### config.mk
export PLATFORM = sky130hd
export DESIGN_NAME = sexpr_stream_tokenizer_flat
export DESIGN_NICKNAME = d
export VERILOG_FILES = /design/src/rtl/sst_pkg.sv /design/src/rtl/sst_stream_if.sv /design/src/rtl/sst_ram.sv /design/src/rtl/sst_lexer.sv /design/src/rtl/sst_result_buf.sv /design/src/rtl/sexpr_stream_tokenizer.sv /design/src/flat_wrapper.sv
export VERILOG_INCLUDE_DIRS = /design/src /design/src/rtl
export SDC_FILE = /design/constraint.sdc
export NUM_CORES = 2
export LEC_CHECK = 0
export ABC_AREA = 1
export BUFFER_PORTS_ARGS = -buffer_cell sky130_fd_sc_hd__buf_2
export CAP_MARGIN = 10
export CORE_AREA = 2 2 479 481
export DETAILED_ROUTE_END_ITERATION = 8
export DIE_AREA = 0 0 481 483
export PLACE_DENSITY_LB_ADDON = 0.25
export SLEW_MARGIN = 20
export SYNTH_ARGS = -nofsm -noshare
export SYNTH_HDL_FRONTEND = slang
export SYNTH_SLANG_ARGS = --single-unit
### constraint.sdc
create_clock -name clk -period 12.9 [get_ports clk]
set_input_delay 1.29 -clock clk [delete_from_list [all_inputs] [get_ports clk]]
set_output_delay 1.29 -clock clk [all_outputs]
set_load 0.01 [all_outputs]
### src/rtl/assert_macros.svh
// Concurrent check helpers shared by the RTL.
`ifndef ASSERT_MACROS_SVH
`define ASSERT_MACROS_SVH

// Check on every rising edge, quiet while reset is asserted.
`define SST_ASSERT(label, clk, rst_n, prop, msg) \
	label: assert property (@(posedge clk) disable iff (!(rst_n)) (prop)) else $error(msg);

// Check on every rising edge, reset included.
`define SST_ASSERT_ALWAYS(label, clk, prop, msg) \
	label: assert property (@(posedge clk) (prop)) else $error(msg);

`endif

### src/rtl/sst_pkg.sv
`timescale 1ns / 1ps

package sst_pkg;

	localparam int MAX_DEPTH_DEF   = 64;
	localparam int OFFSET_BITS_DEF = 32;

	typedef enum logic [3:0] {
		EV_OPEN     = 4'd0,
		EV_CLOSE    = 4'd1,
		EV_ABYTE    = 4'd2,
		EV_AEND     = 4'd3,
		EV_SBYTE    = 4'd4,
		EV_SEND     = 4'd5,
		EV_DONE     = 4'd6,
		EV_UNEXP    = 4'd7,
		EV_MISSING  = 4'd8,
		EV_UNTERM   = 4'd9,
		EV_OVERFLOW = 4'd10
	} event_t;

	localparam logic [7:0] CH_LPAREN    = 8'h28;
	localparam logic [7:0] CH_RPAREN    = 8'h29;
	localparam logic [7:0] CH_SEMI      = 8'h3B;
	localparam logic [7:0] CH_HASH      = 8'h23;
	localparam logic [7:0] CH_QUOTE     = 8'h22;
	localparam logic [7:0] CH_BSLASH    = 8'h5C;
	localparam logic [7:0] CH_N         = 8'h6E;
	localparam logic [7:0] CH_R         = 8'h72;
	localparam logic [7:0] CH_T         = 8'h74;
	localparam logic [7:0] CH_LF        = 8'h0A;
	localparam logic [7:0] CH_CR        = 8'h0D;
	localparam logic [7:0] CH_TAB       = 8'h09;
	localparam logic [7:0] CH_VT        = 8'h0B;
	localparam logic [7:0] CH_FF        = 8'h0C;
	localparam logic [7:0] CH_SPACE     = 8'h20;

	typedef struct packed {
		logic       kind;
		logic [7:0] text_byte;
	} char_item_t;

	typedef struct packed {
		event_t      event_res;
		logic [7:0]  value;
		logic [6:0]  nest_depth;
		logic [31:0] byte_offset;
		logic        last;
	} res_item_t;

	// Up to two result words per input word.
	typedef struct packed {
		logic [1:0] count;
		res_item_t  first;
		res_item_t  second;
	} res_pair_t;

	function automatic logic is_ws(input logic [7:0] c);
		return c inside {CH_SPACE, CH_LF, CH_CR, CH_TAB, CH_VT, CH_FF};
	endfunction

endpackage

### src/rtl/sst_stream_if.sv
`timescale 1ns / 1ps

interface sst_stream_if #(
	parameter type payload_t = logic
);
	logic     valid;
	logic     ready;
	payload_t payload;

	modport source (output valid, output payload, input ready);
	modport sink (input valid, input payload, output ready);
endinterface

### src/rtl/sst_ram.sv
`timescale 1ns / 1ps

module sst_ram #(
	parameter int WIDTH = 32,
	parameter int DEPTH = 64,
	localparam int AW = (DEPTH > 1) ? $clog2(DEPTH) : 1
) (
	input  logic             clk,
	input  logic             we,
	input  logic [AW-1:0]    waddr,
	input  logic [WIDTH-1:0] wdata,
	input  logic [AW-1:0]    raddr,
	output logic [WIDTH-1:0] rdata
);

	logic [WIDTH-1:0] mem [DEPTH];
	logic [WIDTH-1:0] rdata_q;

	always_ff @(posedge clk) begin
		if (we) begin
			mem[waddr] <= wdata;
		end
		rdata_q <= mem[raddr];
	end

	assign rdata = rdata_q;

endmodule

### src/rtl/sst_lexer.sv
`timescale 1ns / 1ps
`include "assert_macros.svh"

module sst_lexer #(
	parameter int MAX_DEPTH   = sst_pkg::MAX_DEPTH_DEF,
	parameter int OFFSET_BITS = sst_pkg::OFFSET_BITS_DEF
) (
	input  logic               clk,
	input  logic               arst_n,
	sst_stream_if.sink         char_stream,
	input  logic               take,
	output logic               load,
	output sst_pkg::res_pair_t pair
);

	localparam int DW = $clog2(MAX_DEPTH + 1);
	localparam int AW = (MAX_DEPTH > 1) ? $clog2(MAX_DEPTH) : 1;
	localparam int DX = (DW > 7) ? DW : 7;
	localparam int OX = (OFFSET_BITS > 32) ? OFFSET_BITS : 32;

	typedef enum logic [2:0] {
		M_BETWEEN,
		M_COMMENT,
		M_ATOM,
		M_STRING,
		M_ESCAPE,
		M_ERROR
	} mode_t;

	mode_t                  mode_q, mode_d;
	logic [DW-1:0]          depth_q, depth_d, depth_nx;
	logic [OFFSET_BITS-1:0] pos_q, pos_d;
	logic [OFFSET_BITS-1:0] sstart_q, sstart_d;
	logic                   s1_valid_q;
	logic                   kind_s1;
	logic [7:0]             byte_s1;
	logic                   byp_q;
	logic [OFFSET_BITS-1:0] byp_data_q;

	logic                   advance;
	logic                   push;
	logic                   we;
	logic [AW-1:0]          waddr, raddr;
	logic [OFFSET_BITS-1:0] rdata, top;

	logic                   aend, bev_v, run_between;
	sst_pkg::res_item_t     bev, tail;
	sst_pkg::res_pair_t     pair_d;
	logic [7:0]             c, esc;

	function automatic sst_pkg::res_item_t mk(
		input sst_pkg::event_t        ev,
		input logic [7:0]             val,
		input logic [DW-1:0]          d,
		input logic [OFFSET_BITS-1:0] o
	);
		sst_pkg::res_item_t r;
		logic [DX-1:0]      dw;
		logic [OX-1:0]      ow;
		dw = DX'(d);
		ow = OX'(o);
		r.event_res   = ev;
		r.value       = val;
		r.nest_depth  = dw[6:0];
		r.byte_offset = ow[31:0];
		r.last        = 1'b0;
		return r;
	endfunction

	assign advance           = s1_valid_q && take;
	assign char_stream.ready = !s1_valid_q || take;
	assign c                 = byte_s1;

	always_comb begin
		case (c)
			sst_pkg::CH_N: esc = sst_pkg::CH_LF;
			sst_pkg::CH_R: esc = sst_pkg::CH_CR;
			sst_pkg::CH_T: esc = sst_pkg::CH_TAB;
			default:       esc = c;
		endcase
	end

	always_comb begin
		mode_d      = mode_q;
		depth_d     = depth_q;
		pos_d       = pos_q;
		sstart_d    = sstart_q;
		push        = 1'b0;
		aend        = 1'b0;
		bev_v       = 1'b0;
		bev         = '0;
		tail        = '0;
		run_between = 1'b0;
		pair_d      = '0;

		if (kind_s1) begin
			// end of text: report, then return mode, depth, position and string start to their reset values
			mode_d   = M_BETWEEN;
			depth_d  = '0;
			pos_d    = '0;
			sstart_d = '0;
			case (mode_q)
				M_ERROR: begin
				end
				M_STRING, M_ESCAPE: begin
					pair_d.count = 2'd1;
					pair_d.first = mk(sst_pkg::EV_UNTERM, 8'h00, depth_q, sstart_q);
				end
				default: begin
					if (depth_q != '0) begin
						tail = mk(sst_pkg::EV_MISSING, 8'h00, depth_q, top);
					end else begin
						tail = mk(sst_pkg::EV_DONE, 8'h00, depth_q, pos_q);
					end
					if (mode_q == M_ATOM) begin
						pair_d.count  = 2'd2;
						pair_d.first  = mk(sst_pkg::EV_AEND, 8'h00, depth_q, pos_q);
						pair_d.second = tail;
					end else begin
						pair_d.count = 2'd1;
						pair_d.first = tail;
					end
				end
			endcase
		end else begin
			pos_d = pos_q + 1'b1;
			case (mode_q)
				M_BETWEEN: run_between = 1'b1;
				M_COMMENT: begin
					if (c == sst_pkg::CH_LF) begin
						mode_d = M_BETWEEN;
					end
				end
				M_ATOM: begin
					if (sst_pkg::is_ws(c) || c == sst_pkg::CH_LPAREN ||
					    c == sst_pkg::CH_RPAREN) begin
						aend        = 1'b1;
						mode_d      = M_BETWEEN;
						run_between = 1'b1;
					end else begin
						bev_v = 1'b1;
						bev   = mk(sst_pkg::EV_ABYTE, c, depth_q, pos_q);
					end
				end
				M_STRING: begin
					if (c == sst_pkg::CH_QUOTE) begin
						bev_v  = 1'b1;
						bev    = mk(sst_pkg::EV_SEND, 8'h00, depth_q, pos_q);
						mode_d = M_BETWEEN;
					end else if (c == sst_pkg::CH_BSLASH) begin
						mode_d = M_ESCAPE;
					end else begin
						bev_v = 1'b1;
						bev   = mk(sst_pkg::EV_SBYTE, c, depth_q, pos_q);
					end
				end
				M_ESCAPE: begin
					bev_v  = 1'b1;
					bev    = mk(sst_pkg::EV_SBYTE, esc, depth_q, pos_q);
					mode_d = M_STRING;
				end
				default: mode_d = M_ERROR;
			endcase

			if (run_between && !sst_pkg::is_ws(c)) begin
				if (c == sst_pkg::CH_SEMI || c == sst_pkg::CH_HASH) begin
					mode_d = M_COMMENT;
				end else if (c == sst_pkg::CH_LPAREN) begin
					bev_v = 1'b1;
					if (depth_q >= DW'(MAX_DEPTH)) begin
						// saturate: depth is already at the limit
						bev    = mk(sst_pkg::EV_OVERFLOW, 8'h00, DW'(MAX_DEPTH), pos_q);
						mode_d = M_ERROR;
					end else begin
						push    = 1'b1;
						depth_d = depth_q + 1'b1;
						bev     = mk(sst_pkg::EV_OPEN, 8'h00, depth_d, pos_q);
					end
				end else if (c == sst_pkg::CH_RPAREN) begin
					bev_v = 1'b1;
					if (depth_q == '0) begin
						bev    = mk(sst_pkg::EV_UNEXP, 8'h00, depth_q, pos_q);
						mode_d = M_ERROR;
					end else begin
						depth_d = depth_q - 1'b1;
						bev     = mk(sst_pkg::EV_CLOSE, 8'h00, depth_d, pos_q);
					end
				end else if (c == sst_pkg::CH_QUOTE) begin
					sstart_d = pos_q;
					mode_d   = M_STRING;
				end else begin
					bev_v  = 1'b1;
					bev    = mk(sst_pkg::EV_ABYTE, c, depth_q, pos_q);
					mode_d = M_ATOM;
				end
			end

			if (aend) begin
				pair_d.first = mk(sst_pkg::EV_AEND, 8'h00, depth_q, pos_q);
				if (bev_v) begin
					pair_d.second = bev;
					pair_d.count  = 2'd2;
				end else begin
					pair_d.count = 2'd1;
				end
			end else if (bev_v) begin
				pair_d.first = bev;
				pair_d.count = 2'd1;
			end
		end

		if (pair_d.count == 2'd2) begin
			pair_d.second.last = 1'b1;
		end else if (pair_d.count == 2'd1) begin
			pair_d.first.last = 1'b1;
		end
	end

	assign load = advance;
	assign pair = pair_d;

	// Keep the stack top on the read port: address it from the depth the next word sees.
	assign depth_nx = advance ? depth_d : depth_q;
	assign raddr    = AW'(depth_nx - 1'b1);
	assign waddr    = AW'(depth_q);
	assign we       = advance && push;
	assign top      = byp_q ? byp_data_q : rdata;

	sst_ram #(
		.WIDTH (OFFSET_BITS),
		.DEPTH (MAX_DEPTH)
	) u_stack (
		.clk   (clk),
		.we    (we),
		.waddr (waddr),
		.wdata (pos_q),
		.raddr (raddr),
		.rdata (rdata)
	);

	always_ff @(posedge clk or negedge arst_n) begin
		if (!arst_n) begin
			s1_valid_q <= 1'b0;
			mode_q     <= M_BETWEEN;
			depth_q    <= '0;
			pos_q      <= '0;
			sstart_q   <= '0;
			byp_q      <= 1'b0;
		end else begin
			if (char_stream.ready) begin
				s1_valid_q <= char_stream.valid;
			end
			if (advance) begin
				mode_q   <= mode_d;
				depth_q  <= depth_d;
				pos_q    <= pos_d;
				sstart_q <= sstart_d;
			end
			byp_q <= we && (waddr == raddr);
		end
	end

	always_ff @(posedge clk) begin
		if (char_stream.valid && char_stream.ready) begin
			kind_s1 <= char_stream.payload.kind;
			byte_s1 <= char_stream.payload.text_byte;
		end
		byp_data_q <= pos_q;
	end

	`SST_ASSERT(a_eot_clears, clk, arst_n, (advance && kind_s1) |=> (depth_q == '0 && pos_q == '0 && mode_q == M_BETWEEN), "end of text left state behind")
	`SST_ASSERT(a_error_sticks, clk, arst_n, (mode_q == M_ERROR && !(advance && kind_s1)) |=> (mode_q == M_ERROR), "error mode left before end of text")
	`SST_ASSERT(a_push_in_range, clk, arst_n, we |-> (depth_q < DW'(MAX_DEPTH) && depth_d == depth_q + 1'b1), "stack push at full depth")

endmodule

### src/rtl/sst_result_buf.sv
`timescale 1ns / 1ps
`include "assert_macros.svh"

module sst_result_buf (
	input  logic               clk,
	input  logic               arst_n,
	input  logic               load,
	input  sst_pkg::res_pair_t pair,
	output logic               take,
	sst_stream_if.source       token_stream
);

	logic [1:0]         cnt_q;
	sst_pkg::res_item_t slot0_q, slot1_q;
	logic               pop;

	assign token_stream.valid   = cnt_q != 2'd0;
	assign token_stream.payload = slot0_q;
	assign pop                  = token_stream.valid && token_stream.ready;
	// Free for the next pair once the final word leaves.
	assign take                 = (cnt_q == 2'd0) || (cnt_q == 2'd1 && pop);

	always_ff @(posedge clk or negedge arst_n) begin
		if (!arst_n) begin
			cnt_q <= 2'd0;
		end else if (take && load) begin
			cnt_q <= pair.count;
		end else if (pop) begin
			cnt_q <= cnt_q - 1'b1;
		end
	end

	always_ff @(posedge clk) begin
		if (take && load) begin
			slot0_q <= pair.first;
			slot1_q <= pair.second;
		end else if (pop) begin
			slot0_q <= slot1_q;
		end
	end

	`SST_ASSERT(a_cnt_range, clk, arst_n, cnt_q != 2'd3, "result count out of range")
	`SST_ASSERT(a_last_marks, clk, arst_n, (cnt_q != 2'd0) |-> (slot0_q.last == (cnt_q == 2'd1)), "last flag not on final word")
	`SST_ASSERT(a_pop_advances, clk, arst_n, (pop && cnt_q == 2'd2) |=> (cnt_q == 2'd1), "second word lost")

endmodule

### src/rtl/sexpr_stream_tokenizer.sv
`timescale 1ns / 1ps
// Path: an accepted input word is held in the lexer input register; the result words
// enter the output buffer once it takes the pair, and are offered from there.
// Throughput: one input word per cycle while the buffer takes each pair; two results
// (atom end, then a list, error or end event) hold the output buffer until both leave.
// Reset: asynchronous, clears mode, depth, position and buffers; the open-offset
// stack memory is not cleared, only entries below the current depth are used.

module sexpr_stream_tokenizer #(
	parameter int MAX_DEPTH   = sst_pkg::MAX_DEPTH_DEF,
	parameter int OFFSET_BITS = sst_pkg::OFFSET_BITS_DEF
) (
	input  logic         clk,
	input  logic         arst_n,
	sst_stream_if.sink   char_stream,
	sst_stream_if.source token_stream
);

	logic               take;
	logic               load;
	sst_pkg::res_pair_t pair;

	sst_lexer #(
		.MAX_DEPTH   (MAX_DEPTH),
		.OFFSET_BITS (OFFSET_BITS)
	) u_lexer (
		.clk         (clk),
		.arst_n      (arst_n),
		.char_stream (char_stream),
		.take        (take),
		.load        (load),
		.pair        (pair)
	);

	sst_result_buf u_buf (
		.clk          (clk),
		.arst_n       (arst_n),
		.load         (load),
		.pair         (pair),
		.take         (take),
		.token_stream (token_stream)
	);

endmodule

### src/flat_wrapper.sv
// flat-port wrapper written by rule: the top's interface ports become plain ports
module sexpr_stream_tokenizer_flat import sst_pkg::*;
#(
	parameter int MAX_DEPTH   = sst_pkg::MAX_DEPTH_DEF,
	parameter int OFFSET_BITS = sst_pkg::OFFSET_BITS_DEF
)
  (clk, arst_n, char_stream_valid, char_stream_payload, char_stream_ready, token_stream_valid, token_stream_payload, token_stream_ready);
  sst_stream_if #(.payload_t(char_item_t)) char_stream_i ();
  sst_stream_if #(.payload_t(res_item_t)) token_stream_i ();
  input  logic clk;
  input  logic arst_n;
  input wire logic [$bits(char_stream_i.valid)-1:0] char_stream_valid;
  input wire logic [$bits(char_stream_i.payload)-1:0] char_stream_payload;
  output wire logic [$bits(char_stream_i.ready)-1:0] char_stream_ready;
  output wire logic [$bits(token_stream_i.valid)-1:0] token_stream_valid;
  output wire logic [$bits(token_stream_i.payload)-1:0] token_stream_payload;
  input wire logic [$bits(token_stream_i.ready)-1:0] token_stream_ready;
  assign char_stream_i.valid = char_stream_valid;
  assign char_stream_i.payload = char_stream_payload;
  assign char_stream_ready = char_stream_i.ready;
  assign token_stream_valid = token_stream_i.valid;
  assign token_stream_payload = token_stream_i.payload;
  assign token_stream_i.ready = token_stream_ready;
  sexpr_stream_tokenizer #(.MAX_DEPTH(MAX_DEPTH), .OFFSET_BITS(OFFSET_BITS)) u_core (.clk(clk), .arst_n(arst_n), .char_stream(char_stream_i), .token_stream(token_stream_i));
endmodule
==> qor.csv <==
metric,value,unit
Filler cells,20030,
Die Height,483,um
Synth Warn #,0,
number of global-route vias before repair,68540,
Detailed Routing Iterations Pass 1,7,
Critical Path Source Type,flop,
asr flop ratio synth,3.387,%
status,completed,
DRT iter0 DRCs,10200,
fin nets,9208,
all-layer global routing usage,28.01,%
period utilization,63.43,%
Yosys cell types,55,
FF/Latch Area,68170,um^2
Global Route met2 Usage,42.56,%
IO Count,67,
H-tree depth,4,
crit path time final,8.183,ns
RSZ-0062 raised after global routing,no,
hold_buf cts,0,
Core Box Area,226800,um^2
Avg Inst Size Synth,10.89,um^2
Cells after Synth,9330,
GR Overflow Total,0,
Post-DRT Antenna Nets,0,
Critical Path Start,u_core.u_lexer.depth_q[1]$_DFF_PN0_,
Skew-Pair Late Insertion Delay,0.92,ns
worst-margin pin slew,1.237,ns
min-delay worst type,input port to asynchronous set/reset pin,
"Hold Violations, Final",0,
Post-Synthesis Net Count,9351,
final setup vio count,0,
pin count of the biggest net entering global routing,201,
top_reg_cell synth,edfxtp_1,
num rows,175,
CTS tree,yes,
Initial Util,44.78,%
worst r2r src,u_core.u_lexer.depth_q[1]$_DFF_PN0_,
routability congestion estimate from global placement,0.8875,
CP required,13.65,ns
first-pass GRT wire length,480800,um
CTS Buf Count,233,
arrival time worst endpoint,8.94,ns
Multi-input gate area,27080,um^2
Post-Syn Area,101600,um^2
Crit. End Element,flop,
WS Path Type,flop to flop,
Clock Path Buffers,3,
"area leader, netlist",edfxtp_1,
CTS resizes,0,
Clock transition at path regs,0.06,ns
postcts setup bufs,0,
f_max,122.2,MHz
total wire length,332200,um
"Seq/Total Area, Yosys",67.06,%
#FFs+latches synth,2303,
Slew headroom,17.54,%
GR peak layer,met2,
dominant cells by area after synthesis,"edfxtp_1 (64%), nand3_1 (9.8%), nand2_1 (6.9%), nand3b_1 (5.6%), inv_1 (3.9%)",
Setup TNS Final,0,ns
die area,232300,um^2
Post-synth EDFFs,2161,
CP Max Fanout,111,
initial antenna violation count,16,
post-route cell area,112600,um^2
port buffer count,66,
met1 Use GR,38.51,%
# DRC,0,
Pins Over Slew Limit,0,
post-synth top area share,63.88,%
Avg Vias per Cell,5.866,
CTS Root Cell,clkbuf_16,
max cap viols,0,
Die X,481,um
vias,72790,
DP Area,104900,um^2
layout cells sized above 1,7.825,%
met3 Usage GRT,5.419,%
Synth-to-Final Area Change,10.88,%
wire per inst,26.77,um
Clock Skew,0.06002,ns
Detail Placement HPWL,176900,um
clk sinks,2303,
through the flow:
stage,std cells,hold WS (ns),utilization [%],setup WS (ns)
floorplan,9330,0.4903,-,7.805
global placement,11960,0.5028,46.24,4.701
global route,12400,0.2495,49.64,4.430
finish,12410,0.2617,49.65,4.717
CTS,12400,0.2150,49.64,4.915
detailed placement,11960,0.5106,46.24,4.693
cells in the final DEF (no fill, tap or decap), types with 32 or more instances in the layout:
cell and count:
edfxtp_1 2161, nand3_1 1978, nand2_1 1851, inv_1 1054, nand3b_1 760, clkbuf_16 236
nor2_1 189, buf_4 169, o21ai_0 148, a21oi_1 92, buf_2 65, dfxtp_1 64
clkinv_1 58, clkinv_2 52, nor2_4 50, clkbuf_1 46, dfrtp_1 46, o22ai_1 37
dfrtp_2 32
area by class of cell:
type | instances | area share, %
multi-input combinational | 5328 | 24.04
sequential | 2303 | 60.52
timing repair buffer | 245 | 1.611
tap | 3009 | 3.343
clock inverter | 140 | 1.234
inverter | 1076 | 3.609
antenna | 8 | 0.01777
clock buffer | 301 | 5.623
final timing paths:
kind                                                       endpoint  slack (ns)  cells past startpoint
max                        u_core.u_lexer.u_stack.rdata[28]$_DFF_P_        4.72                     23
min                         u_core.u_lexer.sstart_q[15]$_DFFE_PN0P_        0.26                      1
max reg2reg                u_core.u_lexer.u_stack.rdata[28]$_DFF_P_        4.72                     23
min reg2reg                 u_core.u_lexer.sstart_q[18]$_DFFE_PN0P_        0.52                      2
max in group asynchronous       u_core.u_lexer.pos_q[4]$_DFFE_PN0P_       11.39                      2
min in group clk            u_core.u_lexer.sstart_q[18]$_DFFE_PN0P_        0.52                      2
per-layer routing:
metal / part of all wire, % / wire, um
met1: 39 / 129600
met2: 45 / 148900
met3: 11 / 35760
met4: 5.4 / 18020
met5: 0 / 0
synthesized netlist by cell type (64+ instances only):
cell and count:
o21ai_0 148, nor2_1 239, inv_1 1056, buf_1 64
a21oi_1 92, clkbuf_1 226, buf_2 285, dfrtp_1 78
dfxtp_1 64, nand3_1 1979, nand3b_1 760, edfxtp_1 2161
nand2_1 1858
worst max-delay path, cell delays in order (launching register included):
cell      delay (ns)
dfrtp_1         0.57
clkinv_1        0.33
ha_1            0.29
nand2_1         0.10
nor2_1          0.07
nand2_2         0.10
buf_4           0.53
nand3_1         0.15
nand3_1         0.13
nand2_1         0.07
nand3_1         0.13
nand3_4         0.39
nand2_8         0.70
inv_6           0.40
ha_4            0.30
nand3_1         0.22
nand2_8         0.43
inv_8           0.64
buf_4           0.76
nand3_1         0.18
nand3_1         0.14
nand3_1         0.44
nand3_1         0.37
nand2_1         0.09
flip-flops by register name (all words and copies together), names as in the netlist, 2 cells and up:
| signal | cells |
|---|---|
| u_core.u_lexer.depth_q | 7 |
| u_core.u_lexer.pos_q | 32 |
| u_core.u_buf.cnt_q | 2 |
| u_core.u_lexer.byte_s1 | 8 |
| u_core.u_lexer.mode_q | 3 |
| u_core.u_lexer.byp_data_q | 32 |
| u_core.u_lexer.u_stack.mem | 2048 |
| u_core.u_buf.token_stream.payload | 52 |
| u_core.u_lexer.u_stack.rdata | 32 |
| u_core.u_lexer.sstart_q | 32 |
| u_core.u_buf.slot1_q | 52 |
kinds of logic (layout without fill, tap and decap cells):
group / Yosys count / count (layout) / share of synthesized area (%)
other cells: 0 / 8 / 0
xor+xnor: 3 / 3 / 0.03326
buf+inv: 1699 / 1762 / 6.835
fa+ha+maj: 8 / 8 / 0.09854
compound gates: 376 / 376 / 2.223
flops: 2303 / 2303 / 67.06
simple gates: 4941 / 4941 / 23.75
Power is not shown: default switching activity piles up to over one toggle a cycle in this logic, so the estimate is an artifact.
